### config.mk
export PLATFORM = sky130hd
export DESIGN_NAME = pwr_div
export DESIGN_NICKNAME = d
export VERILOG_FILES = /design/src/rtl/pwr_pkg.sv /design/src/rtl/pwr_div.sv
export SDC_FILE = /design/constraint.sdc
export NUM_CORES = 2
export LEC_CHECK = 0
export BUFFER_PORTS_ARGS = -buffer_cell sky130_fd_sc_hd__clkbuf_2
export CORE_MARGIN = 2
export CORE_UTILIZATION = 55
export DETAILED_ROUTE_END_ITERATION = 12
export GPL_ROUTABILITY_DRIVEN = 0
export GPL_TIMING_DRIVEN = 1
export PLACE_DENSITY = 0.71
export SLEW_MARGIN = 5
export SYNTH_ARGS = -nofsm -noshare
export SYNTH_HDL_FRONTEND = slang
export SYNTH_SLANG_ARGS = --single-unit
### constraint.sdc
create_clock -name clk -period 9.5 [get_ports clk]
set_input_delay 0.475 -clock clk [delete_from_list [all_inputs] [get_ports clk]]
set_output_delay 0.475 -clock clk [all_outputs]
set_load 0.1 [all_outputs]
### src/rtl/pwr_pkg.sv
// Shared types, constants and helpers for the padding window rescale block.
package pwr_pkg;

    localparam int unsigned DefDilationRows = 1;
    localparam int unsigned DefDilationCols = 1;
    localparam int unsigned DefMeanScale    = 0;

    localparam int unsigned AddrW    = 5;
    localparam int unsigned DataW    = 32;
    localparam int unsigned NumW     = 48;
    localparam int unsigned DivSteps = 32;

    localparam logic [31:0] SatMax = 32'h7FFF_FFFF;
    localparam logic [31:0] SatMin = 32'h8000_0000;

    typedef enum logic [2:0] {
        REG_KERNEL_HEIGHT = 3'd0,
        REG_KERNEL_WIDTH  = 3'd1,
        REG_STRIDE_ROWS   = 3'd2,
        REG_STRIDE_COLS   = 3'd3,
        REG_PAD_ROWS      = 3'd4,
        REG_PAD_COLS      = 3'd5,
        REG_IMAGE_HEIGHT  = 3'd6,
        REG_IMAGE_WIDTH   = 3'd7
    } reg_idx_t;

    typedef struct packed {
        logic [7:0]  kernel_height;
        logic [7:0]  kernel_width;
        logic [7:0]  stride_rows;
        logic [7:0]  stride_cols;
        logic [7:0]  pad_rows;
        logic [7:0]  pad_cols;
        logic [12:0] image_height;
        logic [12:0] image_width;
    } pwr_cfg_t;

    typedef struct packed {
        logic [11:0]        out_row;
        logic [11:0]        out_col;
        logic signed [31:0] pixel_value;
    } pwr_in_t;

    typedef struct packed {
        logic signed [31:0] scaled_value;
        logic               empty_window;
    } pwr_out_t;

    // Scaled numerator and tap count handed from the window stages to the divider
    typedef struct packed {
        logic signed [NumW-1:0] num;
        logic [15:0]            taps_in;
        logic [31:0]            pixel;
    } pwr_prod_t;

    // Exact x / d for x below 256 and d up to 16, with recip = ceil(65536 / d)
    function automatic logic [7:0] dil_div(input logic [7:0] x, input logic [16:0] recip);
        logic [24:0] prod;
        prod = {17'd0, x} * {8'd0, recip};
        return prod[23:16];
    endfunction

endpackage

### src/rtl/pwr_div.sv
// Pipelined signed divide by the inside tap count, one quotient bit per stage, with saturation.
module pwr_div
    import pwr_pkg::*;
(
    input  logic      clk,
    input  logic      rst_n,
    input  logic      adv,
    input  logic      in_valid,
    input  pwr_prod_t prod,
    output logic      out_valid,
    output pwr_out_t  result
);

    logic [NumW-1:0] num_u;
    logic [NumW-1:0] mag;
    logic            neg_next;
    logic            ovf_next;

    logic        valid_reg [0:DivSteps];
    logic [15:0] rem_reg   [0:DivSteps];
    logic [31:0] quo_reg   [0:DivSteps];
    logic [15:0] taps_reg  [0:DivSteps];
    logic        neg_reg   [0:DivSteps];
    logic        ovf_reg   [0:DivSteps];
    logic        empty_reg [0:DivSteps];
    logic [31:0] pix_reg   [0:DivSteps];

    logic [31:0] q_last;

    // prepare magnitude; a quotient of 2^32 or more saturates without dividing
    always_comb
    begin
        num_u    = prod.num;
        neg_next = num_u[NumW-1];
        mag      = neg_next ? (~num_u + {{(NumW - 1){1'b0}}, 1'b1}) : num_u;
        ovf_next = (mag[NumW-1:32] >= prod.taps_in);
    end

    always_ff @(posedge clk or negedge rst_n)
    begin
        if (!rst_n)
        begin
            valid_reg[0] <= 1'b0;
        end
        else if (adv)
        begin
            valid_reg[0] <= in_valid;
        end
    end

    always_ff @(posedge clk)
    begin
        if (adv)
        begin
            rem_reg[0]   <= mag[NumW-1:32];
            quo_reg[0]   <= mag[31:0];
            taps_reg[0]  <= prod.taps_in;
            neg_reg[0]   <= neg_next;
            ovf_reg[0]   <= ovf_next;
            empty_reg[0] <= (prod.taps_in == 16'd0);
            pix_reg[0]   <= prod.pixel;
        end
    end

    for (genvar k = 1; k <= DivSteps; k++)
    begin : g_step
        logic [16:0] trial;
        logic [16:0] diff;
        logic [15:0] rem_next;
        logic [31:0] quo_next;

        always_comb
        begin
            trial = {rem_reg[k-1], quo_reg[k-1][31]};
            diff  = trial - {1'b0, taps_reg[k-1]};
            if (trial >= {1'b0, taps_reg[k-1]})
            begin
                rem_next = diff[15:0];
                quo_next = {quo_reg[k-1][30:0], 1'b1};
            end
            else
            begin
                rem_next = trial[15:0];
                quo_next = {quo_reg[k-1][30:0], 1'b0};
            end
        end

        always_ff @(posedge clk or negedge rst_n)
        begin
            if (!rst_n)
            begin
                valid_reg[k] <= 1'b0;
            end
            else if (adv)
            begin
                valid_reg[k] <= valid_reg[k-1];
            end
        end

        always_ff @(posedge clk)
        begin
            if (adv)
            begin
                rem_reg[k]   <= rem_next;
                quo_reg[k]   <= quo_next;
                taps_reg[k]  <= taps_reg[k-1];
                neg_reg[k]   <= neg_reg[k-1];
                ovf_reg[k]   <= ovf_reg[k-1];
                empty_reg[k] <= empty_reg[k-1];
                pix_reg[k]   <= pix_reg[k-1];
            end
        end
    end

    // pass the pixel through for an empty window, else restore sign and clamp to the 32-bit range
    always_comb
    begin
        q_last = quo_reg[DivSteps];
        result.empty_window = 1'b0;
        if (empty_reg[DivSteps])
        begin
            result.scaled_value = pix_reg[DivSteps];
            result.empty_window = 1'b1;
        end
        else if (ovf_reg[DivSteps])
        begin
            result.scaled_value = neg_reg[DivSteps] ? SatMin : SatMax;
        end
        else if (neg_reg[DivSteps])
        begin
            result.scaled_value = (q_last > SatMin) ? SatMin : (~q_last + 32'd1);
        end
        else
        begin
            result.scaled_value = q_last[31] ? SatMax : q_last;
        end
    end

    assign out_valid = valid_reg[DivSteps];

`ifndef SYNTHESIS
    a_rem_start: assert property (@(posedge clk) disable iff (!rst_n)
        (valid_reg[0] && !empty_reg[0] && !ovf_reg[0]) |-> (rem_reg[0] < taps_reg[0]))
        else $error("divider remainder starts at or above the divisor");
    a_rem_end: assert property (@(posedge clk) disable iff (!rst_n)
        (valid_reg[DivSteps] && !empty_reg[DivSteps])
            |-> (rem_reg[DivSteps] < taps_reg[DivSteps]) || ovf_reg[DivSteps])
        else $error("divider remainder ends at or above the divisor");
    a_sat: assert property (@(posedge clk) disable iff (!rst_n)
        (valid_reg[DivSteps] && !empty_reg[DivSteps] && ovf_reg[DivSteps])
            |-> (result.scaled_value == SatMax) || (result.scaled_value == SatMin))
        else $error("overflowed quotient not saturated");
`endif

endmodule

# After elaboration in Yosys (flattened, before gate mapping)
# Memories as Yosys holds them, arrays and structs flattened.
# Cells that the tools add are included.
dict set report classes {
  add_sub_neg 34
  magnitude_cmp 34
  mux 74
  bitwise 2
  n_reduce_logical 1
}
# cell count
set ops {}
lappend ops {{17-bit by 16-bit >= comparator with 1-bit output} 32}
lappend ops {{16-bit 2-to-1 mux} 32}
lappend ops {{16-bit subtractor} 32}
lappend ops {{32-bit 2-to-1 mux} 5}
lappend ops {{48-bit by 1-bit adder with 48-bit output, second input constant} 1}
lappend ops {{48-bit 2-to-1 mux} 1}
lappend ops {{48-bit NOT} 1}
lappend ops {{1-bit 2-to-1 mux} 35}
lappend ops {{32-bit by 1-bit adder with 32-bit output, second input constant} 1}
lappend ops {{32-bit > comparator, second input constant} 1}
lappend ops {{32-bit NOT} 1}
lappend ops {{31-bit 2-to-1 mux} 1}
lappend ops {{16-bit >= comparator} 1}
lappend ops {{16-bit logical NOT} 1}
dict set report totals {
  reg_bits 33
  ramBits 3267
  in_bits 100
  out_inout_bits 34
  wordCells 185
  mem_count 7
}
# memory depth word_bits rd rd_ports_with_merged_regs write_ports line
set memory_table {}
lappend memory_table {pix_reg 33 32 33 0 33 pwr_div.sv:26} ;# logic [31:0] pix_reg [0:DivSteps];
lappend memory_table {quo_reg 33 32 33 0 33 pwr_div.sv:21} ;# logic [31:0] quo_reg [0:DivSteps];
lappend memory_table {rem_reg 33 16 32 0 33 pwr_div.sv:20} ;# logic [15:0] rem_reg [0:DivSteps];
lappend memory_table {taps_reg 33 16 32 0 33 pwr_div.sv:22} ;# logic [15:0] taps_reg [0:DivSteps];
lappend memory_table {empty_reg 33 1 33 0 33 pwr_div.sv:25} ;# logic empty_reg [0:DivSteps];
lappend memory_table {neg_reg 33 1 33 0 33 pwr_div.sv:23} ;# logic neg_reg [0:DivSteps];
lappend memory_table {{+1 memories} -- -- -- -- -- --}

# Depth between registers and ports, before layout
dict set report depth {
  word_depth 6
  ltp_mapped 17
  ltp_nobuf 17
}

# Worst setup path after synthesis
# Ideal clock, no wire load.
dict set report synth_timing {
  path_kind {register to output}
  startpoint {memory quo_reg[32][10]}
  endpoint {output result[24] in the netlist's numbering}
  arrival_time_ns 4.672
  t_required_ns 9.025
  path_slack_ns 4.353
  path_stages_with_launch 7
  n_path_buf 0
  cell_sequence {edfxtp_1 > or4_4 > or4b_4 > nor4_4 > a21boi_2 > o41a_1 > o31ai_1}
}
# item line
set synth_lines {}
lappend synth_lines {{start, declared} pwr_div.sv:21}
lappend synth_lines {{end, declared} pwr_div.sv:11} ;# output pwr_out_t result

==> metrics <==
setup bufs post-CTS=0; Leak=~54 nW; Starting Density=0.552; Hold Path Class=input pin to flip-flop; crit path capture type=output port; yosys warns=0; final-report hold violation count=0; Yosys top cell area share=0.742; internal power=31.7 mW; Vias/cell=approximately 5.4; Max Slew Vio Count=0; Max rail drop VDD=roughly 0.24 mV; Yosys cell types=71; Final Cell Area=between 0.1 and 0.15 mm2; Slew @ Worst Pin=between 1 and 1.5 ns; clk slew on worst S/H paths=approximately 0.060 ns; top-count cell post-synth=edfxtp_1; synthesis-stage register bit count=3268; RSZ-0062 raised after global routing=false; total grt overflow=0; Post-CTS Resized=0; Syn Std Cell Area=between 0.1 and 0.15 mm2; clock root buffer=clkbuf_16; Post-Layout Cell Count=~12000; number of synthesized flops with an enable pin=3235; status=completed; Util after Layout=0.620; WP data arrival=around 5.1 ns; Routed Antenna Nets=0; synthesis-to-finish area growth=12.4%; critical path class=flip-flop to output port; Row Count=between 150 and 200; CTS tree=built; max cap viols=0; number of global-route vias before repair=between 60000 and 70000; Net Count, Synth=roughly 8600; Reg power frac=0.447; clock latency on the worst-skew pair=about 0.96 ns; share of cells above drive strength 1=0.127; Sum Neg Setup Slack=0 ns; post-synthesis sequential area ratio=0.749; cell count after synthesis=a little under 8000; Vias=approximately 65000; placed standard-cell area=approximately 0.14 mm2; Clk pwr share=0.283; WHS=about 0.043 ns; main flop type after synthesis=edfxtp_1; GR Util All Layers=0.180; Chip Width=a little under 500 um; detailed-route wire length=between 200000 and 250000 um; number of CTS-inserted buffers=339; nets@finish=9078; met1 usage=0.224; Die Span Y=slightly below 500 um; Pre-Repair DR Iteration Count=7; Final setup viols=0; first-pass GRT wire length=roughly 350000 um; Iteration-0 DRC Markers=4658; relative slew slack=0.226; critical path startpoint category=flip-flop; clk_skew=between 0.06 and 0.07 ns; # IOs=between 100 and 150; met2 Use GR=0.310; top post-synthesis cells by area=edfxtp_1 74%, ha_1 5.1%, mux2_2 3.6%, inv_1 2.0%, xnor2_1 1.9%; fin crit period=5.53 ns; Die ar.=approximately 0.24 mm2; fin crit share=0.582; number of port buffers=between 100 and 150; cts hold-fix bufs=just over 100; largest net degree at the start of global routing=about 210; cell taking the most area after synthesis=edfxtp_1; sw frac=0.283; PwrDens=around 300 mW/mm2; Most Used Layer, Global Route=met2; CTS Sinks=3268; core area=~0.24 mm2; # placed instances=~11000; synthesized area per cell=approximately 17 um2; CTS Buffer Depth=4; power share of the combinational group=0.269; H-tree levels=5; max frequency=about 0.18 GHz; critical path required time=between 9 and 10 ns; crit-path max FO=29; Commonest cells post-synth=3235 x edfxtp_1, 691 x inv_1, 530 x ha_1, 424 x mux2_2, 354 x a21oi_1; DRC violations left=0; routed length per instance=~18 um; Psw=between 10 and 15 mW; initial antenna violation count=3; FFs w/ async S/R, synth=0.0101; GR met3 Demand/Resource=0.0315; DP HPWL=between 100000 and 150000 um
[final cells by class]
class                           count  area [um2]
Multi-Input combinational cell   3844       30000
Clock inverter                    181        1670
Clock buffer                      410        8810
Inverter                          691        2590
Sequential cell                  3268       98000
Antenna cell                       10        25.0
Tap cell                         3167        3960
Timing Repair Buffer              273        2150
Fill cell                       16500       90000
[power groups by stage]
stage | clock network [mW] | registers [mW] | logic [mW]
after floorplan | 0 | 19.5 | 9.20
after global placement | 0 | 20.0 | 11.3
after detailed placement | 0 | 20.0 | 11.7
after CTS | 12.9 | 19.8 | 11.8
after global routing | 13.4 | 20.0 | 13.2
final | 12.5 | 19.8 | 11.9
[placed cells by master (no fill, tap or decap), types with 28 or more instances in the layout]
cell type	n
edfxtp_1	3235
inv_1	691
ha_1	530
mux2_2	424
a21oi_1	353
clkbuf_16	342
nor2_1	288
xnor2_1	283
o21ai_0	264
nand2_1	207
nor2b_1	152
xor2_1	135
clkbuf_2	132
nor3_1	114
dlygate4sd3_1	101
a21o_1	90
o21a_1	80
mux2i_1	79
nand4_1	76
clkbuf_1	68
clkinv_1	65
or3_1	59
a31oi_1	56
nand2b_1	52
clkinv_2	52
nand3_1	49
o22ai_1	48
o211ai_1	43
and2_1	41
o31a_1	39
o21bai_1	38
dfrtp_1	33
fa_1	31
nor4_1	30
and3_1	28
or2_2	28
[worst paths after layout]
check,from,to,slack (ns),cells after the start
max,quo_reg[32][10],result[14],3.97,9
min,adv,quo_reg[7][0],0.04,1
max reg2reg,taps_reg[0][321],rem_reg[0][342],5.52,10
min reg2reg,pix_reg[1][491],pix_reg[2][11],0.37,0
max in group asynchronous,rst_n,valid_reg[19],8.82,2
min in group asynchronous,rst_n,valid_reg[1],0.18,2
[logic make-up after synthesis]
family,share of synthesized area
AO/OA/AOI/OAI,0.0568
flip-flops,0.749
multiplexers,0.0425
XOR/XNOR,0.0280
adder cells (fa/ha/maj),0.0554
AND/OR/NAND/NOR,0.0462
buffers and inverters,0.0225
[per-stage QoR]
| stage | power (mW) | setup slack [ns] |
|---|---|---|
| CTS | 44.5 | 3.96 |
| global placement | 31.2 | 4.55 |
| floorplan | 28.7 | 4.35 |
| finish | 44.2 | 3.97 |
| global route | 46.5 | 3.64 |
| detailed placement | 31.7 | 4.58 |
[metal layers]
layer	up-vias	share of wire
li1	31000	-
met1	31600	0.41
met2	1423	0.51
met3	518	0.041
met4	2	0.041
met5	-	0.000064
[worst max-delay path: stages, from the launching register on]
cell and delay [ns]:
edfxtp_1 0.44, or4_4 0.59, or4b_4 0.54, nor4_4 0.50, a21boi_2 0.12, or3_1 0.70, o41ai_1 0.48, a21oi_1 0.12
a21oi_1 0.17, clkbuf_2 0.48
Note: power is estimated with default switching activity, not from simulation.
