### src/rtl/pwr_pkg.sv
// Shared types, constants and helpers for the padding window rescale block.
package pwr_pkg;

    localparam int unsigned DefDilationRows = 1;
    localparam int unsigned DefDilationCols = 1;
    localparam int unsigned DefMeanScale    = 0;

    localparam int unsigned AddrW    = 5;
    localparam int unsigned DataW    = 32;
    localparam int unsigned NumW     = 48;
    localparam int unsigned DivSteps = 32;

    localparam logic [31:0] SatMax = 32'h7FFF_FFFF;
    localparam logic [31:0] SatMin = 32'h8000_0000;

    typedef enum logic [2:0] {
        REG_KERNEL_HEIGHT = 3'd0,
        REG_KERNEL_WIDTH  = 3'd1,
        REG_STRIDE_ROWS   = 3'd2,
        REG_STRIDE_COLS   = 3'd3,
        REG_PAD_ROWS      = 3'd4,
        REG_PAD_COLS      = 3'd5,
        REG_IMAGE_HEIGHT  = 3'd6,
        REG_IMAGE_WIDTH   = 3'd7
    } reg_idx_t;

    typedef struct packed {
        logic [7:0]  kernel_height;
        logic [7:0]  kernel_width;
        logic [7:0]  stride_rows;
        logic [7:0]  stride_cols;
        logic [7:0]  pad_rows;
        logic [7:0]  pad_cols;
        logic [12:0] image_height;
        logic [12:0] image_width;
    } pwr_cfg_t;

    typedef struct packed {
        logic [11:0]        out_row;
        logic [11:0]        out_col;
        logic signed [31:0] pixel_value;
    } pwr_in_t;

    typedef struct packed {
        logic signed [31:0] scaled_value;
        logic               empty_window;
    } pwr_out_t;

    // Scaled numerator and tap count handed from the window stages to the divider
    typedef struct packed {
        logic signed [NumW-1:0] num;
        logic [15:0]            taps_in;
        logic [31:0]            pixel;
    } pwr_prod_t;

    // Exact x / d for x below 256 and d up to 16, with recip = ceil(65536 / d)
    function automatic logic [7:0] dil_div(input logic [7:0] x, input logic [16:0] recip);
        logic [24:0] prod;
        prod = {17'd0, x} * {8'd0, recip};
        return prod[23:16];
    endfunction

endpackage

### src/rtl/pwr_geom.sv
// Window placement, clipping, tap counting and numerator product: five stages.
module pwr_geom
    import pwr_pkg::*;
#(
    parameter int unsigned DILATION_ROWS = DefDilationRows,
    parameter int unsigned DILATION_COLS = DefDilationCols,
    parameter int unsigned MEAN_SCALE    = DefMeanScale
)
(
    input  logic      clk,
    input  logic      rst_n,
    input  logic      adv,
    input  logic      in_valid,
    input  pwr_in_t   item,
    input  pwr_cfg_t  cfg,
    output logic      out_valid,
    output pwr_prod_t prod
);

    localparam logic [16:0] RecipRows = 17'((65536 + DILATION_ROWS - 1) / DILATION_ROWS);
    localparam logic [16:0] RecipCols = 17'((65536 + DILATION_COLS - 1) / DILATION_COLS);

    // stage 1: window start
    logic               v1_reg;
    logic [19:0]        row_prod;
    logic [19:0]        col_prod;
    logic signed [21:0] row_start1_reg, row_start1_next;
    logic signed [21:0] col_start1_reg, col_start1_next;
    logic [31:0]        pix1_reg;
    // stage 2: window end, start clipped to the image
    logic               v2_reg;
    logic signed [21:0] row_start2_reg, row_start2_next;
    logic signed [21:0] row_end2_reg, row_end2_next;
    logic signed [21:0] col_start2_reg, col_start2_next;
    logic signed [21:0] col_end2_reg, col_end2_next;
    logic [31:0]        pix2_reg;
    // stage 3: extent inside the image
    logic               v3_reg;
    logic signed [21:0] row_end3;
    logic signed [21:0] col_end3;
    logic signed [21:0] row_len;
    logic signed [21:0] col_len;
    logic               row_pos3_reg, row_pos3_next;
    logic               col_pos3_reg, col_pos3_next;
    logic [7:0]         row_lm3_reg, row_lm3_next;
    logic [7:0]         col_lm3_reg, col_lm3_next;
    logic [31:0]        pix3_reg;
    // stage 4: dilated tap counts
    logic               v4_reg;
    logic [7:0]         hin4_reg, hin4_next;
    logic [7:0]         win4_reg, win4_next;
    logic [31:0]        pix4_reg;
    // stage 5: inside count and scaled numerator
    logic               v5_reg;
    pwr_prod_t          prod5_reg, prod5_next;
    logic signed [48:0] mul_full;
    // full window taps, follow the registers
    logic [7:0]         fh_reg, fh_next;
    logic [7:0]         fw_reg, fw_next;
    logic [15:0]        full_reg, full_next;

    always_comb
    begin
        row_prod        = {8'd0, item.out_row} * {12'd0, cfg.stride_rows};
        col_prod        = {8'd0, item.out_col} * {12'd0, cfg.stride_cols};
        row_start1_next = $signed({2'b00, row_prod}) - $signed({14'd0, cfg.pad_rows});
        col_start1_next = $signed({2'b00, col_prod}) - $signed({14'd0, cfg.pad_cols});
    end

    // The cap at size plus pad never binds below the image edge, so clip to size only
    always_comb
    begin
        row_end2_next   = row_start1_reg + $signed({14'd0, cfg.kernel_height});
        col_end2_next   = col_start1_reg + $signed({14'd0, cfg.kernel_width});
        row_start2_next = row_start1_reg[21] ? 22'sd0 : row_start1_reg;
        col_start2_next = col_start1_reg[21] ? 22'sd0 : col_start1_reg;
    end

    always_comb
    begin
        row_end3 = row_end2_reg;
        if (row_end2_reg > $signed({9'd0, cfg.image_height}))
        begin
            row_end3 = $signed({9'd0, cfg.image_height});
        end
        col_end3 = col_end2_reg;
        if (col_end2_reg > $signed({9'd0, cfg.image_width}))
        begin
            col_end3 = $signed({9'd0, cfg.image_width});
        end
        row_len       = row_end3 - row_start2_reg;
        col_len       = col_end3 - col_start2_reg;
        row_pos3_next = !row_len[21] && (row_len != 22'sd0);
        col_pos3_next = !col_len[21] && (col_len != 22'sd0);
        // extent never exceeds the kernel size, so eight bits hold it
        row_lm3_next  = row_len[7:0] - 8'd1;
        col_lm3_next  = col_len[7:0] - 8'd1;
    end

    always_comb
    begin
        hin4_next = row_pos3_reg ? dil_div(row_lm3_reg, RecipRows) + 8'd1 : 8'd0;
        win4_next = col_pos3_reg ? dil_div(col_lm3_reg, RecipCols) + 8'd1 : 8'd0;
        fh_next   = (cfg.kernel_height == 8'd0) ? 8'd0 :
                    dil_div(cfg.kernel_height - 8'd1, RecipRows) + 8'd1;
        fw_next   = (cfg.kernel_width == 8'd0) ? 8'd0 :
                    dil_div(cfg.kernel_width - 8'd1, RecipCols) + 8'd1;
        full_next = {8'd0, fh_reg} * {8'd0, fw_reg};
    end

    always_comb
    begin
        mul_full           = $signed(pix4_reg) * $signed({1'b0, full_reg});
        prod5_next.taps_in = {8'd0, hin4_reg} * {8'd0, win4_reg};
        prod5_next.pixel   = pix4_reg;
        if (MEAN_SCALE != 0)
        begin
            prod5_next.num = $signed({{(NumW - 32){pix4_reg[31]}}, pix4_reg});
        end
        else
        begin
            prod5_next.num = mul_full[NumW-1:0];
        end
    end

    always_ff @(posedge clk or negedge rst_n)
    begin
        if (!rst_n)
        begin
            v1_reg <= 1'b0;
            v2_reg <= 1'b0;
            v3_reg <= 1'b0;
            v4_reg <= 1'b0;
            v5_reg <= 1'b0;
        end
        else if (adv)
        begin
            v1_reg <= in_valid;
            v2_reg <= v1_reg;
            v3_reg <= v2_reg;
            v4_reg <= v3_reg;
            v5_reg <= v4_reg;
        end
    end

    always_ff @(posedge clk)
    begin
        fh_reg   <= fh_next;
        fw_reg   <= fw_next;
        full_reg <= full_next;
        if (adv)
        begin
            row_start1_reg <= row_start1_next;
            col_start1_reg <= col_start1_next;
            pix1_reg       <= item.pixel_value;
            row_start2_reg <= row_start2_next;
            row_end2_reg   <= row_end2_next;
            col_start2_reg <= col_start2_next;
            col_end2_reg   <= col_end2_next;
            pix2_reg       <= pix1_reg;
            row_pos3_reg   <= row_pos3_next;
            col_pos3_reg   <= col_pos3_next;
            row_lm3_reg    <= row_lm3_next;
            col_lm3_reg    <= col_lm3_next;
            pix3_reg       <= pix2_reg;
            hin4_reg       <= hin4_next;
            win4_reg       <= win4_next;
            pix4_reg       <= pix3_reg;
            prod5_reg      <= prod5_next;
        end
    end

    assign out_valid = v5_reg;
    assign prod      = prod5_reg;

endmodule

### config.mk
export PLATFORM = sky130hd
export DESIGN_NAME = pwr_geom
export DESIGN_NICKNAME = d
export VERILOG_FILES = /design/src/rtl/pwr_pkg.sv /design/src/rtl/pwr_geom.sv
export SDC_FILE = /design/constraint.sdc
export NUM_CORES = 2
export LEC_CHECK = 0
export ABC_CLOCK_PERIOD_IN_PS = 12780
export BUFFER_PORTS_ARGS = -buffer_cell sky130_fd_sc_hd__buf_2
export CORE_ASPECT_RATIO = 1.5
export CORE_MARGIN = 10
export CORE_UTILIZATION = 35
export CTS_CLUSTER_DIAMETER = 200
export DETAILED_ROUTE_END_ITERATION = 7
export PLACE_DENSITY = 0.5
export SETUP_SLACK_MARGIN = 0.1
export SLEW_MARGIN = 20
export SYNTH_ARGS = -nofsm -noshare
export SYNTH_HDL_FRONTEND = slang
export SYNTH_SLANG_ARGS = --single-unit
### constraint.sdc
create_clock -name clk -period 12.78 [get_ports clk]
set_input_delay 2.556 -clock clk [delete_from_list [all_inputs] [get_ports clk]]
set_output_delay 2.556 -clock clk [all_outputs]
set_load 0.01 [all_outputs]
# After elaboration in Yosys (flattened, before gate mapping)
# Index checks and enable logic that the tools add are counted.
[totals]
wordCells = 60
in_bits = 134
output_inout_bits = 97
register_bits = 427
[classes]
addsub = 14
n_lt_le_gt_ge = 2
mul = 5
reduce_logical = 8
n_mux = 2
[ops]
columns = ["cell", "count"]
rows = [
  ["32-bit by 17-bit multiplier with 48-bit output", 1],
  ["22-bit by 9-bit adder with 22-bit output", 2],
  ["22-bit by 14-bit > comparator with 1-bit output", 2],
  ["22-bit two-way mux", 2],
  ["22-bit nonzero test", 2],
  ["22-bit subtractor", 2],
  ["20-bit by 8-bit subtractor with 21-bit output", 2],
  ["12-bit by 8-bit multiplier with 20-bit output", 2],
  ["8-bit by 1-bit adder with 8-bit output, second input constant", 4],
  ["8-bit by 8-bit multiplier with 16-bit output", 2],
  ["8-bit by 1-bit subtractor with 8-bit output, second input constant", 4],
  ["8-bit logical NOT", 2],
  ["1-bit logical AND", 2],
  ["1-bit logical NOT", 2],
]

# Longest topological paths before layout
[logic_depth]
ltp_word = 5
ltp_mapped = 27
ltp_nobuf = 26

# Worst setup path before layout
# No wires, ideal clock.
[synth_timing]
path_type = "input -> register"
start = "input cfg[14] (netlist bit)"
end = "register row_pos3_reg, data pin"
arrival_time_ns = 7.150
cell_stages = 27
setup_slack_ns = 5.361
setup_time_ns = 0.270
path_cell_list = "inv_1 ha_1 nor2b_1 o21a_1 o21ai_0 nand2b_1 a21oi_1 nor2b_1 o21ai_0 o211ai_1 nand2_1 a31o_2 buf_1 mux2i_1 ha_1 fa_1 nand2b_1 a21boi_1 o21ai_0 a211oi_1 a31oi_1 o31ai_1 nand4_1 a31oi_1 o221ai_1 a2111oi_0 a31oi_1"
[synth_between]
elab_chain_cells = 5
[synth_rtl]
columns = ["item", "line_no", "rtl"]
rows = [
  ["start, declared", "pwr_geom.sv:15", "input pwr_cfg_t cfg,"],
  ["22-bit by 14-bit > comparator with 1-bit output", "pwr_geom.sv:82", "if (row_end2_reg > $signed({9'd0, cfg.image_height}))"],
  ["22-bit two-way mux *", "pwr_geom.sv:82", ""],
  ["22-bit subtractor *", "pwr_geom.sv:91", "row_len = row_end3 - row_start2_reg;"],
  ["22-bit nonzero test or 1-bit logical NOT (tied branches)", "pwr_geom.sv:93", "row_pos3_next = !row_len[21] && (row_len != 22'sd0);"],
  ["1-bit logical AND *", "pwr_geom.sv:93", ""],
  ["via row_pos3_next", "pwr_geom.sv:43", "logic row_pos3_reg, row_pos3_next;"],
  ["end signal, assigned", "pwr_geom.sv:161", "row_pos3_reg <= row_pos3_next;"],
  ["end, declared", "pwr_geom.sv:43", ""],
]
# The timed path passes the listed nets; every way through them passes the cells marked *.
# A chain may end at the register's enable or synchronous reset.

# Worst setup path in the final report
[layout_timing]
start = "register pix4_reg[10]"
end = "register prod5_reg (netlist bit prod[95]), data pin"
[layout_between]
elab_chain_cells = 1
[layout_rtl]
columns = ["item", "line_no", "rtl"]
rows = [
  ["start, declared", "pwr_geom.sv:52", "logic [31:0] pix4_reg;"],
  ["start signal, assigned", "pwr_geom.sv:168", "pix4_reg <= pix3_reg;"],
  ["32-bit by 17-bit multiplier with 48-bit output", "pwr_geom.sv:113", "mul_full = $signed(pix4_reg) * $signed({1'b0, full_reg});"],
  ["via mul_full[47]", "pwr_geom.sv:56", "logic signed [48:0] mul_full;"],
  ["end signal, assigned", "pwr_geom.sv:169", "prod5_reg <= prod5_next;"],
  ["end, declared", "pwr_geom.sv:55", "pwr_prod_t prod5_reg, prod5_next;"],
]
# The timed path passes the listed nets, and every way through them passes these cells.

==> results.json <==
{
  "status": "finished, final reports clean",
  "syn_inst": 4387,
  "vias": 30000,
  "grt_start_max_net_pins": 108,
  "multi_input_area_sq_um": 29300,
  "critPathArrivalTime_ns": 8.38,
  "cts_tree": "yes",
  "setup_viol": 0,
  "critPathCaptureType": "flop",
  "cts_buffers": 49,
  "layout_commonest_cell": "inv_1",
  "hold_viol_final": 0,
  "fp-row-count": 162,
  "ys_ff_latch": 423,
  "seqCellArea_sq_um": 12400,
  "async_reset_ff_share_pct": 1.18,
  "tightest_slew_ns": 0.998,
  "final_antenna_net_count": 0,
  "grt_pass1_vias": 33400,
  "setup_ws_ns": 4.83,
  "clk_path_buf_depth": 3,
  "yosysWarnings": 0,
  "synth_edf_count": 386,
  "layout_common_cells": "924 x inv_1, 694 x fa_1, 534 x nand2_1, 407 x and2_1",
  "period_share_pct": 62.2,
  "rsz0062_at_grt": "no",
  "path_class": "reg2reg",
  "cts_num_sinks": 423,
  "min_path_type": "reg2reg",
  "avgViaCountPerCell": 4.74,
  "clkTransAtPathRegs_ns": 0.06,
  "final_layout_size_suffix_gt1_share_pct": 8.75,
  "slew_viol_final": 0,
  "htreeDepth": 2,
  "place_hpwl_mm": 94.1,
  "syn_area_per_cell_sq_um": 10.4,
  "hold_buffers": 0,
  "dpl-instance-area_sq_um": 48700,
  "clock_latency_ns": 0.62,
  "seq_area_frac_synth_pct": 27.1,
  "fin_area_sq_um": 50400,
  "clock_skew_ns": 0.0146,
  "fill_cells": 13000,
  "nNetsFinal": 5791,
  "die_h_um": 462,
  "synth_flop_cell": "edfxtp_1",
  "max_cap_violations": 0,
  "syn_area_sq_um": 45600,
  "port_buffers": 230,
  "grt_usage_pct": 16.5,
  "slew_headroom_pct": 33.5,
  "post_drt_wl_per_cell_um": 18.5,
  "first_pass_iters": 5,
  "crit_fanout": 17,
  "critPathLaunchType": "flop",
  "overflow": 0,
  "fin_crit_ns": 7.95,
  "fmax_mhz": 126,
  "wl_mm": 117,
  "ios": 231,
  "start_util_pct": 35.2,
  "post-cts-setup-buffers": 0,
  "grt_pass1_wl_mm": 186,
  "place_congestion": 0.862,
  "fp.dieW_um": 315,
  "coreArea_sq_um": 130000,
  "tns_ns": 0,
  "critPathRequiredTime_ns": 13.21,
  "dieArea_sq_um": 145000,
  "pre_cts_ws_ns": 4.38,
  "drc": 0,
  "antenna_found_initial": 17,
  "cts_resized": 0,
  "synth_cell_type_count": 75,
  "layout-area-overhead-vs-synth_pct": 10.5,
  "root_buffer": "clkbuf_16",
  "dr.first_iter.drc_count": 1193,
  "largest_reg_flops": 96
}
-- cell families after synthesis --
logic type,share of synthesized area (%)
AOI/OAI and AO/OA,5.12
other,0.00822
muxes,0.916
DFF,27.1
xor gates and xnor gates,3.48
adders and majority gates,41.1
and+or+nand+nor,13.7
buffers and inverters,8.64
-- synth_stat cells, drive strengths merged, types with 4 or more instances --
cell type / n / area, sq um
nand3: 34 / 170
inv: 924 / 3470
a31o: 4 / 35.0
o21a: 22 / 165
fa: 694 / 13900
a21o: 36 / 274
dfrtp: 5 / 125
o21bai: 16 / 120
o21ai: 84 / 428
o211a: 4 / 40.0
and4: 6 / 53.8
and3: 18 / 118
nor4: 10 / 62.6
dfxtp: 32 / 641
a41oi: 4 / 35.0
clkbuf: 121 / 454
buf: 5 / 20.0
a31oi: 13 / 87.6
mux2: 30 / 338
nor3: 31 / 155
a21oi: 103 / 519
xor2: 48 / 420
o31ai: 6 / 45.0
a21boi: 15 / 113
a211oi: 15 / 113
nand2b: 30 / 188
nand4: 13 / 81.3
nor2: 88 / 330
edfxtp: 386 / 11600
ha: 386 / 4830
and2: 407 / 2550
nand2: 534 / 2000
mux2i: 8 / 80.1
xnor2: 133 / 1160
nor2b: 64 / 400
o211ai: 8 / 60.1
-- worst paths after layout --
path	from	end	slack [ns]	cells past startpoint
worst max-delay path	pix4_reg[10]	prod[95]	4.83	23
worst min-delay path	pix1_reg[6]	pix2_reg[6]	0.41	0
worst max register to register	pix4_reg[10]	prod[95]	4.83	23
worst min register to register	pix1_reg[6]	pix2_reg[6]	0.41	0
max in group asynchronous	rst_n	v3_reg	10.90	1
min in group asynchronous	rst_n	out_valid	1.75	1
-- metal layers --
layer	up-vias	part of all wire, %	GRT usage (%)	wire [um]
li1	14100	-	-	-
met1	15200	36	17.1	42700
met2	532	56	33.0	65700
met3	205	3.7	2.31	4330
met4	12	3.7	5.83	4300
met5	-	0.065	0	76
-- final cells by class --
type	instances	share of cell area [%]
sequential	423	24.5
clock buffer	57	2.56
tap	1722	4.28
multi-input combinational	2915	58.2
antenna	1	0.00497
inverter	924	6.88
clock inverter	35	0.753
timing repair buffer	264	2.81
-- stage by stage --
stage	util, %	hold slack (ns)	std cells
after floorplan	-	0.400	4388
after global routing	38.8	0.416	6341
after CTS	38.8	0.414	6340
final	38.8	0.407	6341
after global placement	37.5	0.401	6248
after detailed placement	37.5	0.405	6248
-- worst max-delay path, stage by stage, from the launching register on --
cell and delay, ns:
edfxtp_1 0.72, and2_1 0.33, fa_1 0.54, inv_1 0.06, fa_1 0.56, fa_1 0.44
fa_1 0.54, inv_1 0.05, fa_1 0.47, inv_1 0.05, fa_1 0.47, inv_1 0.04
ha_1 0.36, a211oi_1 0.10, o21ai_0 0.40, a211oi_1 0.16, a221oi_2 0.65, nand4_1 0.28
a31oi_2 0.36, and4_1 0.33, nor2_1 0.08, a211o_2 0.34, mux2i_1 0.13, nor4b_1 0.29
Power is left out: the tool's default activity adds up to more than one toggle a clock period on the data nets, which glitch-free logic cannot reach.
