### config.mk
export PLATFORM = sky130hd
export DESIGN_NAME = pwr_cfg
export DESIGN_NICKNAME = d
export VERILOG_FILES = /design/src/rtl/pwr_pkg.sv /design/src/rtl/pwr_cfg.sv
export SDC_FILE = /design/constraint.sdc
export NUM_CORES = 1
export LEC_CHECK = 0
export BUFFER_PORTS_ARGS = -buffer_cell sky130_fd_sc_hd__buf_4
export CAP_MARGIN = 20
export CORE_MARGIN = 1
export CORE_UTILIZATION = 25
export DETAILED_ROUTE_END_ITERATION = 6
export GPL_TIMING_DRIVEN = 0
export PLACE_DENSITY = 0.5
export SLEW_MARGIN = 20
export SYNTH_ARGS = -nofsm -noshare
export SYNTH_HDL_FRONTEND = slang
export SYNTH_SLANG_ARGS = --single-unit
### constraint.sdc
create_clock -name clk -period 1.5 [get_ports clk]
set_input_delay 0.225 -clock clk [delete_from_list [all_inputs] [get_ports clk]]
set_output_delay 0.225 -clock clk [all_outputs]
set_load 0.005 [all_outputs]
### src/rtl/pwr_pkg.sv
// Shared types, constants and helpers for the padding window rescale block.
package pwr_pkg;

    localparam int unsigned DefDilationRows = 1;
    localparam int unsigned DefDilationCols = 1;
    localparam int unsigned DefMeanScale    = 0;

    localparam int unsigned AddrW    = 5;
    localparam int unsigned DataW    = 32;
    localparam int unsigned NumW     = 48;
    localparam int unsigned DivSteps = 32;

    localparam logic [31:0] SatMax = 32'h7FFF_FFFF;
    localparam logic [31:0] SatMin = 32'h8000_0000;

    typedef enum logic [2:0] {
        REG_KERNEL_HEIGHT = 3'd0,
        REG_KERNEL_WIDTH  = 3'd1,
        REG_STRIDE_ROWS   = 3'd2,
        REG_STRIDE_COLS   = 3'd3,
        REG_PAD_ROWS      = 3'd4,
        REG_PAD_COLS      = 3'd5,
        REG_IMAGE_HEIGHT  = 3'd6,
        REG_IMAGE_WIDTH   = 3'd7
    } reg_idx_t;

    typedef struct packed {
        logic [7:0]  kernel_height;
        logic [7:0]  kernel_width;
        logic [7:0]  stride_rows;
        logic [7:0]  stride_cols;
        logic [7:0]  pad_rows;
        logic [7:0]  pad_cols;
        logic [12:0] image_height;
        logic [12:0] image_width;
    } pwr_cfg_t;

    typedef struct packed {
        logic [11:0]        out_row;
        logic [11:0]        out_col;
        logic signed [31:0] pixel_value;
    } pwr_in_t;

    typedef struct packed {
        logic signed [31:0] scaled_value;
        logic               empty_window;
    } pwr_out_t;

    // Scaled numerator and tap count handed from the window stages to the divider
    typedef struct packed {
        logic signed [NumW-1:0] num;
        logic [15:0]            taps_in;
        logic [31:0]            pixel;
    } pwr_prod_t;

    // Exact x / d for x below 256 and d up to 16, with recip = ceil(65536 / d)
    function automatic logic [7:0] dil_div(input logic [7:0] x, input logic [16:0] recip);
        logic [24:0] prod;
        prod = {17'd0, x} * {8'd0, recip};
        return prod[23:16];
    endfunction

endpackage

### src/rtl/pwr_cfg.sv
// Configuration register file behind the APB-style port.
module pwr_cfg
    import pwr_pkg::*;
(
    input  logic             clk,
    input  logic             rst_n,
    input  logic             psel,
    input  logic             penable,
    input  logic             pwrite,
    input  logic [AddrW-1:0] paddr,
    input  logic [DataW-1:0] pwdata,
    output logic [DataW-1:0] prdata,
    output logic             pready,
    output pwr_cfg_t         cfg
);

    pwr_cfg_t cfg_reg;
    pwr_cfg_t cfg_next;
    reg_idx_t idx;
    logic     wr_en;

    assign pready = 1'b1;
    assign idx    = reg_idx_t'(paddr[AddrW-1:2]);
    assign wr_en  = psel && penable && pwrite;
    assign cfg    = cfg_reg;

    always_comb
    begin
        cfg_next = cfg_reg;
        if (wr_en)
        begin
            case (idx)
                REG_KERNEL_HEIGHT: cfg_next.kernel_height = pwdata[7:0];
                REG_KERNEL_WIDTH:  cfg_next.kernel_width  = pwdata[7:0];
                REG_STRIDE_ROWS:   cfg_next.stride_rows   = pwdata[7:0];
                REG_STRIDE_COLS:   cfg_next.stride_cols   = pwdata[7:0];
                REG_PAD_ROWS:      cfg_next.pad_rows      = pwdata[7:0];
                REG_PAD_COLS:      cfg_next.pad_cols      = pwdata[7:0];
                REG_IMAGE_HEIGHT:  cfg_next.image_height  = pwdata[12:0];
                REG_IMAGE_WIDTH:   cfg_next.image_width   = pwdata[12:0];
                default:           cfg_next = cfg_reg;
            endcase
        end
    end

    always_comb
    begin
        case (idx)
            REG_KERNEL_HEIGHT: prdata = {24'd0, cfg_reg.kernel_height};
            REG_KERNEL_WIDTH:  prdata = {24'd0, cfg_reg.kernel_width};
            REG_STRIDE_ROWS:   prdata = {24'd0, cfg_reg.stride_rows};
            REG_STRIDE_COLS:   prdata = {24'd0, cfg_reg.stride_cols};
            REG_PAD_ROWS:      prdata = {24'd0, cfg_reg.pad_rows};
            REG_PAD_COLS:      prdata = {24'd0, cfg_reg.pad_cols};
            REG_IMAGE_HEIGHT:  prdata = {19'd0, cfg_reg.image_height};
            REG_IMAGE_WIDTH:   prdata = {19'd0, cfg_reg.image_width};
            default:           prdata = '0;
        endcase
    end

    always_ff @(posedge clk or negedge rst_n)
    begin
        if (!rst_n)
        begin
            cfg_reg.kernel_height <= 8'd3;
            cfg_reg.kernel_width  <= 8'd3;
            cfg_reg.stride_rows   <= 8'd1;
            cfg_reg.stride_cols   <= 8'd1;
            cfg_reg.pad_rows      <= 8'd1;
            cfg_reg.pad_cols      <= 8'd1;
            cfg_reg.image_height  <= 13'd64;
            cfg_reg.image_width   <= 13'd64;
        end
        else
        begin
            cfg_reg <= cfg_next;
        end
    end

endmodule

* After elaboration in Yosys (flattened, before gate mapping)
Index checks and enable logic that the tools add are counted.
** Cells by class
- Equality and inequality tests :: 7
- Muxes and demuxes :: 1
- Reduce and logical (&&, ||, !) cells :: 11
** Operators with widths (number)
- $pmux W32 S8 :: 1
- $reduce_and A2 Y1 :: 8
- $eq A3 B3 Y1 const B :: 4
- $eq A3 B2 Y1 const B :: 2
- $eq A3 B1 Y1 const B :: 1
- $logic_not A3 Y1 :: 1
- $logic_and A1 B1 Y1 :: 2
** Storage, ports and cells
- Register bits after elaboration :: 74
- Word-level logic and storage cells :: 27

* Longest topological paths before layout
Gate-level depths: netlist of run 1.
- Word-level depth :: 3
- Depth in mapped cells :: 5

* Worst setup path after synthesis of run 1
Ideal clock, no wire load.
- Path type :: input to register
- Start :: input port paddr[3]
- End :: register cfg_reg, in the netlist cfg[15]
- Arrival time :: 1.258 ns
- Required time :: 1.375 ns
- Path slack :: 0.117 ns
- Stages on the path :: 5
- Path buffers :: 2
- Path through :: buf_4 -> nand4_4 -> nor2_1 -> buf_4 -> mux2_2
** Between the ends
- Word-level cells in the longest chain between the ends :: 2
** Ends and longest elaborated chain
- start, declared :: RTL line pwr_cfg.sv:10 : input logic [AddrW-1:0] paddr,
- $eq A3 B3 Y1 :: RTL line pwr_cfg.sv:32 : case (idx)
- $reduce_and A2 Y1 (no line)
- end signal, assigned :: RTL line pwr_cfg.sv:76 : cfg_reg <= cfg_next;
- end, declared :: RTL line pwr_cfg.sv:17 : pwr_cfg_t cfg_reg;
Every way passes these cells.
A chain may end at the register's enable or synchronous reset.

* Final worst setup path of run 1
- Start :: register cfg_reg, in the netlist cfg[58]
- End :: output port prdata[0]
** Between the ends
- Word-level cells in the longest chain between the ends :: 1
** Ends and longest elaborated chain
- $pmux W32 S8 :: RTL line pwr_cfg.sv:48 : case (idx)
- end, declared :: RTL line pwr_cfg.sv:12 : output logic [DataW-1:0] prdata,
Every way passes these cells. The select of a mux whose other input is x is not followed.

==> results of run 1 <==
-- cell type report --
| cell class | count | area share |
|---|---|---|
| tap | 180 | 0.0420 |
| clock inverter | 3 | 0.00327 |
| inverter | 1 | 0.000700 |
| timing repair buffer | 136 | 0.192 |
| sequential | 74 | 0.348 |
| multi-input combinational | 181 | 0.315 |
| buffer | 31 | 0.0530 |
| clock buffer | 13 | 0.0467 |
-- cell usage after synthesis, drive strengths merged, types with 2 or more instances --
cell type,count,area [um^2]
mux2i,27,270
a211oi,7,52.6
dfrtp,64,1600
buf,31,215
o22a,7,61.3
nor3b,7,52.6
o22ai,7,43.8
nand2b,4,25.0
dfstp,10,263
conb,2,7.51
mux2,74,863
nand2,3,11.3
nor2,15,66.3
clkbuf,2,7.51
or3,2,12.5
-- per-layer routing --
layer / vias up / GRT usage
li1: 1273 / -
met1: 1369 / 0.222
met2: 90 / 0.230
met3: 6 / 0.0414
met4: 0 / 0.0473
met5: - / 0
-- cell families after synthesis --
logic type / count (synthesis) / synth area share
AOI/OAI and AO/OA: 26 / 0.0533
and+or+nand+nor: 34 / 0.0588
muxes: 101 / 0.311
DFF: 74 / 0.512
buffers and inverters: 34 / 0.0622
other: 2 / 0.00206
-- timing repair --
action | in CTS | in global routing
setup endpoints to repair | 55 | 24
setup buffers | 15 | 14
gates resized for setup | 28 | 10
pin swaps | 7 | 11
-- path summary, 6_finish.rpt --
kind,cells past startpoint,slack (ns),from,end
setup / recovery,4,-0.13,cfg[58],prdata[0]
hold / removal,1,0.07,rst_n,cfg[64]
setup reg to reg,2,0.58,cfg[65],cfg[65]
hold reg to reg,1,0.53,cfg[53],cfg[53]
max in group asynchronous,1,0.81,rst_n,cfg[12]
min in group clk,2,0.14,pwdata[11],cfg[11]
-- power groups by stage --
| stage | registers (W) | logic (W) | clock network [W] |
|---|---|---|---|
| 2_1_floorplan | 0.00275 | 0.000675 | 0 |
| 3_3_place_gp | 0.00277 | 0.00161 | 0 |
| 3_5_place_dp | 0.00279 | 0.00164 | 0 |
| 4_1_cts | 0.00274 | 0.00178 | 0.00201 |
| 5_1_grt | 0.00278 | 0.00205 | 0.00210 |
| 6_report | 0.00273 | 0.00189 | 0.00196 |
-- critical path, delay by kind of cell (launching register included) --
| kind | cells | cell delay [ns] |
|---|---|---|
| flip-flops | 1 | 0.56 |
| AO/OA/AOI/OAI | 2 | 0.35 |
| buffers and inverters | 1 | 0.11 |
| AND/OR/NAND/NOR | 1 | 0.06 |
-- through the flow --
stage          instances   util  total power (W)  setup slack [ns]  setup TNS, ns
4_1_cts              605  0.371          0.00653            -0.239          -1.67
3_3_place_gp         576  0.337          0.00438            -0.581         -27.82
3_5_place_dp         576  0.337          0.00443            -0.585         -28.97
2_1_floorplan        289      -          0.00343             0.117              0
6_report             619  0.382          0.00658            -0.127         -0.550
5_1_grt              619  0.382          0.00693            -0.238          -1.20
==> out/results.ini, run 1 <==
[outcome]
status=finished with violations
violations=setup timing

[final_layout]
mostFrequentLayoutCell=buf_4
design_area_um2=5360
regArea_um2=1860
multi_input_area_um2=1690
nets=476
mostFrequentLayoutCells=buf_4, mux2_2, dfrtp_1
layout-drive-gt1-share=0.642
fill_cells=1391
largest_register_ffs=74
area_growth_pct=47.3
antenna_cells=0

[clocking]
cts_buffers=9
cts_sinks=74
clock-root-buffer=clkbuf_16
clkLatencyLatePin_ns=0.32
ctsLongestPathBuffers=2
ctsHtreeMaxLevel=3
path_clk_slew_ns=0.06
cts_tree=done
cts_hold_buffers=0

[critical_path]
start_kind=flop
cp_slowest_cell=dfstp_2
crit_type=flop to primary output
slowest_delay_ns=0.56
path_max_fanout=3
path_cells=nor3b_1, a211oi_2, o22a_1, buf_4
cp.arrival_ns=1.40
worstPathRequired_ns=1.27
end_kind=primary output

[place]
placed_cell_area_um2=4740
dp_hpwl_mm=7.62
portBuffers=107
routabilityCongestion=0.740

[pwr]
clkPwrFrac=0.298
power_density_nw_per_um2=1230
power.internal_w=0.00480
p_seq_frac=0.414
ir_drop_mv=0.589
power_leakage_nw=2.64
power_switching_w=0.00178
comb_power_share=0.288
switching_share=0.271

[floorplan]
die_h_um=123
rows=43
die_w_um=123
ioPinCount=149
core_area_um2=14000
design.die.area_um2=15000
start_util=0.259

[timing]
hold_ws_ns=0.0672
finalSetupViolations=9
maxSlewHeadroom=0.348
drv_slew=0
worst_pin_slew_ns=0.978
fin_ws_ns=-0.127
timing_hold_violations_final=0
timing.fmax_mhz=615
final.setup_skew_ns=0
period_share=1.08
fin_crit_ns=1.63
rsz0062_at_grt=true

[logic_synthesis]
synth.cell_area_um2=3640
synthArstFlopShare=1.00
ys_seq_elements=74
synthFlopType=dfrtp_1
avgSynthCellArea_um2=13.4
ys_seq_area_frac=0.512
syn_inst=271
synth_warnings=0
synth_edf_count=0
synth.distinct_cells=28

[global_route]
grt_usage=0.156
grt_pass1_vias=2702
grt_max_degree=75
overflow=0
grt_pass1_wl_mm=16.5
grt_antenna_before_repair=0

[routing]
met1_length_mm=5.60
route.met3.wl_um=679
first_iter_violations=117
wirelength_mm=11.5
vias=2738
drc_errors=0
drtAntennaViolNets=0
top_layer_used=met4
drt_first_pass_iters=4
viasPerCell=4.42
post_drt_wl_per_cell_um=18.7
met2_length_mm=5.19

[job]
drv_cap=0

[min_path]
hold_class=primary input to async pin

Note: power is estimated with default switching activity, not from simulation.
==> run 2: changes to the inputs <==
Settings changed: CELL_PAD_IN_SITES_DETAIL_PLACEMENT set to 0, CELL_PAD_IN_SITES_GLOBAL_PLACEMENT set to 1, PLACE_DENSITY 0.5 to 0.6.
==> out/results.ini, run 2 (synthesis gave the netlist of run 1 again) <==
[outcome]
status=finished with violations
violations=setup timing

[floorplan]
start_util=0.259
die_w_um=123
ioPinCount=149
die_h_um=123
rows=43
design.die.area_um2=15000
core_area_um2=14000

[clocking]
ctsHtreeMaxLevel=3
cts_buffers=9
clock-root-buffer=clkbuf_16
cts_sinks=74
cts_tree=done
path_clk_slew_ns=0.06
clkLatencyLatePin_ns=0.33
ctsLongestPathBuffers=2

[place]
portBuffers=107
post-place-cells=576
place_ws_ns=-0.557
dp_hpwl_mm=7.65
routabilityCongestion=0.708

[timing]
fin_ws_ns=-0.132
worst_pin_slew_ns=0.963
timing.fmax_mhz=613
period_share=1.09
timing_hold_violations_final=0
fin_crit_ns=1.63
final.setup_skew_ns=0
drv_slew=0
rsz0062_at_grt=true
maxSlewHeadroom=0.358
finalSetupViolations=21

[routing]
vias=2715
first_iter_violations=87
wirelength_mm=11.3
drtAntennaViolNets=0
drt_first_pass_iters=4
post_drt_wl_per_cell_um=18.5
drc_errors=0
viasPerCell=4.47

[final_layout]
area_growth_pct=47.0
final-instance-count-excl-fill=607
mostFrequentLayoutCells=buf_4, mux2_2, dfrtp_1
nets=464
layout-drive-gt1-share=0.642
antenna_cells=0
largest_register_ffs=74
fill_cells=1376
mostFrequentLayoutCell=buf_4

[critical_path]
end_kind=primary output
cp.arrival_ns=1.41
crit_start=cfg[19]
reg2reg_to=cfg[16]
ff2ff_setup_slack_ns=0.61
reg2reg_from=cfg[16]
cp_slowest_cell=dfstp_2
slowest_delay_ns=0.54
r2r_cells=2
path_max_fanout=3
start_kind=flop
worstPathRequired_ns=1.27
path_cells=mux2i_1, a211oi_2, o22a_1, buf_4
crit_type=flop to primary output

[global_route]
grt_pass1_wl_mm=16.7
overflow=0
grt_antenna_before_repair=0
grt_pass1_vias=2689
grt_usage=0.155
use_met3=0.0395
grt-busiest-layer=met2
grt_max_degree=75
use_met1=0.208
grtUsageMet2=0.248

[job]
drv_cap=0

[pwr]
power_density_nw_per_um2=1300
power_leakage_nw=2.62
ir_drop_mv=0.607

[min_path]
hold_class=primary input to async pin

run 2: cell count changes in the layout (fill, tap and decap cells not counted), moves of 2 or more:
cell	before	now
clkbuf_8	1	3
clkbuf_1	3	0
nor2_2	3	6
nand2b_2	2	0
buf_4	158	145
bufinv_16	0	2
nor2_4	2	0
run 2: worst max-delay path by stage:
stage | to
final | prdata[6]
after global routing | prdata[6]
after CTS | prdata[6]
after detailed placement | cfg[53]
after global placement | cfg[51]
after floorplan | cfg[15]
run 2: routing by layer:
layer,routed length (um),share of wire
met5,0,0
met4,79,0.0070
met3,735,0.065
met2,5450,0.48
met1,4990,0.44
run 2: final cells by class:
class	instances	area (um^2)	area share
well taps	180	225	0.0421
clock inverters	4	72.6	0.0136
plain buffers	31	289	0.0540
flip-flops and latches	74	1860	0.348
repair buffers	124	942	0.176
inverters	1	3.75	0.000702
multi-input cells	181	1690	0.315
clock buffers	12	267	0.0498
run 2: power by group:
group	switching [W]	internal (W)	leakage (nW)
Sequential	0.000310	0.00243	0.923
Combinational	0.000645	0.00114	1.53
Clock	0.000822	0.00159	0.165
Total	0.00178	0.00516	2.62
run 2: stage by stage:
step | setup TNS (ns) | cell area, um^2 | power [W] | util | hold slack (ns)
detailed placement | -27.12 | 4740 | 0.00443 | 0.337 | 0.450
finish | -1.09 | 5350 | 0.00694 | 0.381 | 0.0378
CTS | -1.40 | 5300 | 0.00700 | 0.377 | 0.0963
floorplan | 0 | 3710 | 0.00343 | - | -0.0706
global placement | -25.90 | 4740 | 0.00439 | 0.337 | 0.439
global route | -2.82 | 5350 | 0.00729 | 0.381 | 0.130
run 2: worst max-delay path: cells and delay by family, from the launching register on:
family | cells | cell delay, ns
AO/OA/AOI/OAI | 2 | 0.34
buffers and inverters | 1 | 0.11
multiplexers | 1 | 0.08
flip-flops | 1 | 0.54
run 2: what timing repair did:
item,CTS,global route
resized for setup,34,6
hold buffers,0,0
setup buffers,13,4
pin swaps,9,3
setup endpoints to repair,49,31
==> run 3: changes to the inputs <==
Settings changed: TNS_END_PERCENT set to 5.
==> out/results.ini, run 3 (synthesis gave the netlist of run 1 again) <==
[critical_path]
endpoint=prdata[6]
worstPathRequired_ns=1.27
slowest_delay_ns=0.54
cp.arrival_ns=1.41
crit_start=cfg[19]
end_kind=primary output
ff2ff_setup_slack_ns=0.71
cp_slowest_cell=dfstp_2
reg2reg_to=cfg[65]
crit_type=flop to primary output
path_cells=mux2i_1, a211oi_2, o22a_1, buf_4
start_kind=flop
r2r_cells=1
path_max_fanout=3
reg2reg_from=cfg[65]

[timing]
fin_ws_ns=-0.133
rsz0062_at_grt=true
period_share=1.09
worst_pin_slew_ns=0.959
fin_crit_ns=1.63
final.setup_skew_ns=0
maxSlewHeadroom=0.361
drv_slew=0
timing_hold_violations_final=0
finalSetupViolations=8
timing.fmax_mhz=612

[clocking]
postCtsSetupBuffers=0
cts_tree=done
cts_buffers=9
ctsLongestPathBuffers=2
cts_sinks=74
path_clk_slew_ns=0.06
clkLatencyLatePin_ns=0.33
ctsHtreeMaxLevel=3
clock-root-buffer=clkbuf_16

[global_route]
grt_pass1_vias=2625
grt_max_degree=75
grt_usage=0.153
grt_antenna_before_repair=0
grt_pass1_wl_mm=16.4
overflow=0

[place]
portBuffers=107
routabilityCongestion=0.708
dp_hpwl_mm=7.65

[pwr]
power_leakage_nw=2.51
clkPwrFrac=0.355
ir_drop_mv=0.598
p_seq_frac=0.405
power.internal_w=0.00506
switching_share=0.257
comb_power_share=0.240
p_total_w=0.00681
power_density_nw_per_um2=1320
power_switching_w=0.00175

[routing]
drtAntennaViolNets=0
route.met3.wl_um=603
drc_errors=0
wirelength_mm=11.2
met2_length_mm=5.29
viasPerCell=4.46
met1_length_mm=5.21
drt_first_pass_iters=5
top_layer_used=met4
vias=2635
post_drt_wl_per_cell_um=18.9
first_iter_violations=84

[floorplan]
core_area_um2=14000
ioPinCount=149
design.die.area_um2=15000
rows=43
start_util=0.259
die_w_um=123
die_h_um=123

[final_layout]
mostFrequentLayoutCells=buf_4, mux2_2, dfrtp_1
layout-drive-gt1-share=0.613
nets=448
post-route-util=0.367
fill_cells=1395
mostFrequentLayoutCell=buf_4
antenna_cells=0
largest_register_ffs=74
area_growth_pct=41.5

[outcome]
status=finished with violations
violations=setup timing

[job]
drv_cap=0

[min_path]
hold_class=primary input to async pin

[run 3: cell types whose count changed in the layout (fill, tap and decap cells not counted), sizes merged]
| cell | before | now |
|---|---|---|
| buf | 154 | 138 |
[run 3: layer usage]
metal	vias up	track usage
li1	1219	-
met1	1331	0.205
met2	79	0.240
met3	6	0.0414
met4	0	0.0427
met5	-	0
[run 3: layout make-up]
type | instances | area (um^2) | share of cell area
Timing Repair Buffer | 107 | 803 | 0.156
Sequential cell | 74 | 1860 | 0.362
Inverter | 1 | 3.75 | 0.000729
Clock buffer | 12 | 267 | 0.0517
Clock inverter | 4 | 72.6 | 0.0141
Multi-Input combinational cell | 181 | 1660 | 0.321
Tap cell | 180 | 225 | 0.0437
Buffer | 32 | 260 | 0.0505
[run 3: critical path, delay by kind of cell, from the launching register on]
family / cells / cell delay (ns)
DFF: 1 / 0.54
AOI/OAI and AO/OA: 2 / 0.34
buffers and inverters: 1 / 0.11
muxes: 1 / 0.09
[run 3: what timing repair did]
item	4_1_cts	5_1_grt
gates resized for setup	13	11
hold endpoints to repair	0	0
hold buffers	0	0
pin swaps	2	2
setup endpoints to repair	49	30
gates cloned	0	0
[run 3: power groups by stage]
stage / sequential [W] / combinational [W] / clock, W
final: 0.00276 / 0.00163 / 0.00241
after global routing: 0.00282 / 0.00179 / 0.00254
after CTS: 0.00276 / 0.00165 / 0.00248
after detailed placement: 0.00279 / 0.00164 / 0
after global placement: 0.00278 / 0.00161 / 0
after floorplan: 0.00275 / 0.000675 / 0
[run 3: worst min path at each step]
stage,slack (ns),to,startpoint
final,0.03,cfg[64],rst_n
after global routing,0.13,cfg[64],rst_n
after CTS,0.1,cfg[64],rst_n
after detailed placement,0.45,cfg[64],rst_n
after global placement,0.44,cfg[64],rst_n
after floorplan,-0.07,cfg[0],rst_n
[run 3: metrics by stage]
step / setup slack (ns) / std cells / hold WS (ns) / cell area (um^2) / setup TNS [ns]
after CTS: -0.224 / 591 / 0.0963 / 5110 / -2.32
after detailed placement: -0.557 / 576 / 0.450 / 4740 / -27.12
final: -0.133 / 591 / 0.0337 / 5150 / -0.901
after global placement: -0.520 / 576 / 0.439 / 4740 / -25.90
after floorplan: 0.117 / 289 / -0.0706 / 3710 / 0
after global routing: -0.223 / 591 / 0.129 / 5150 / -1.65
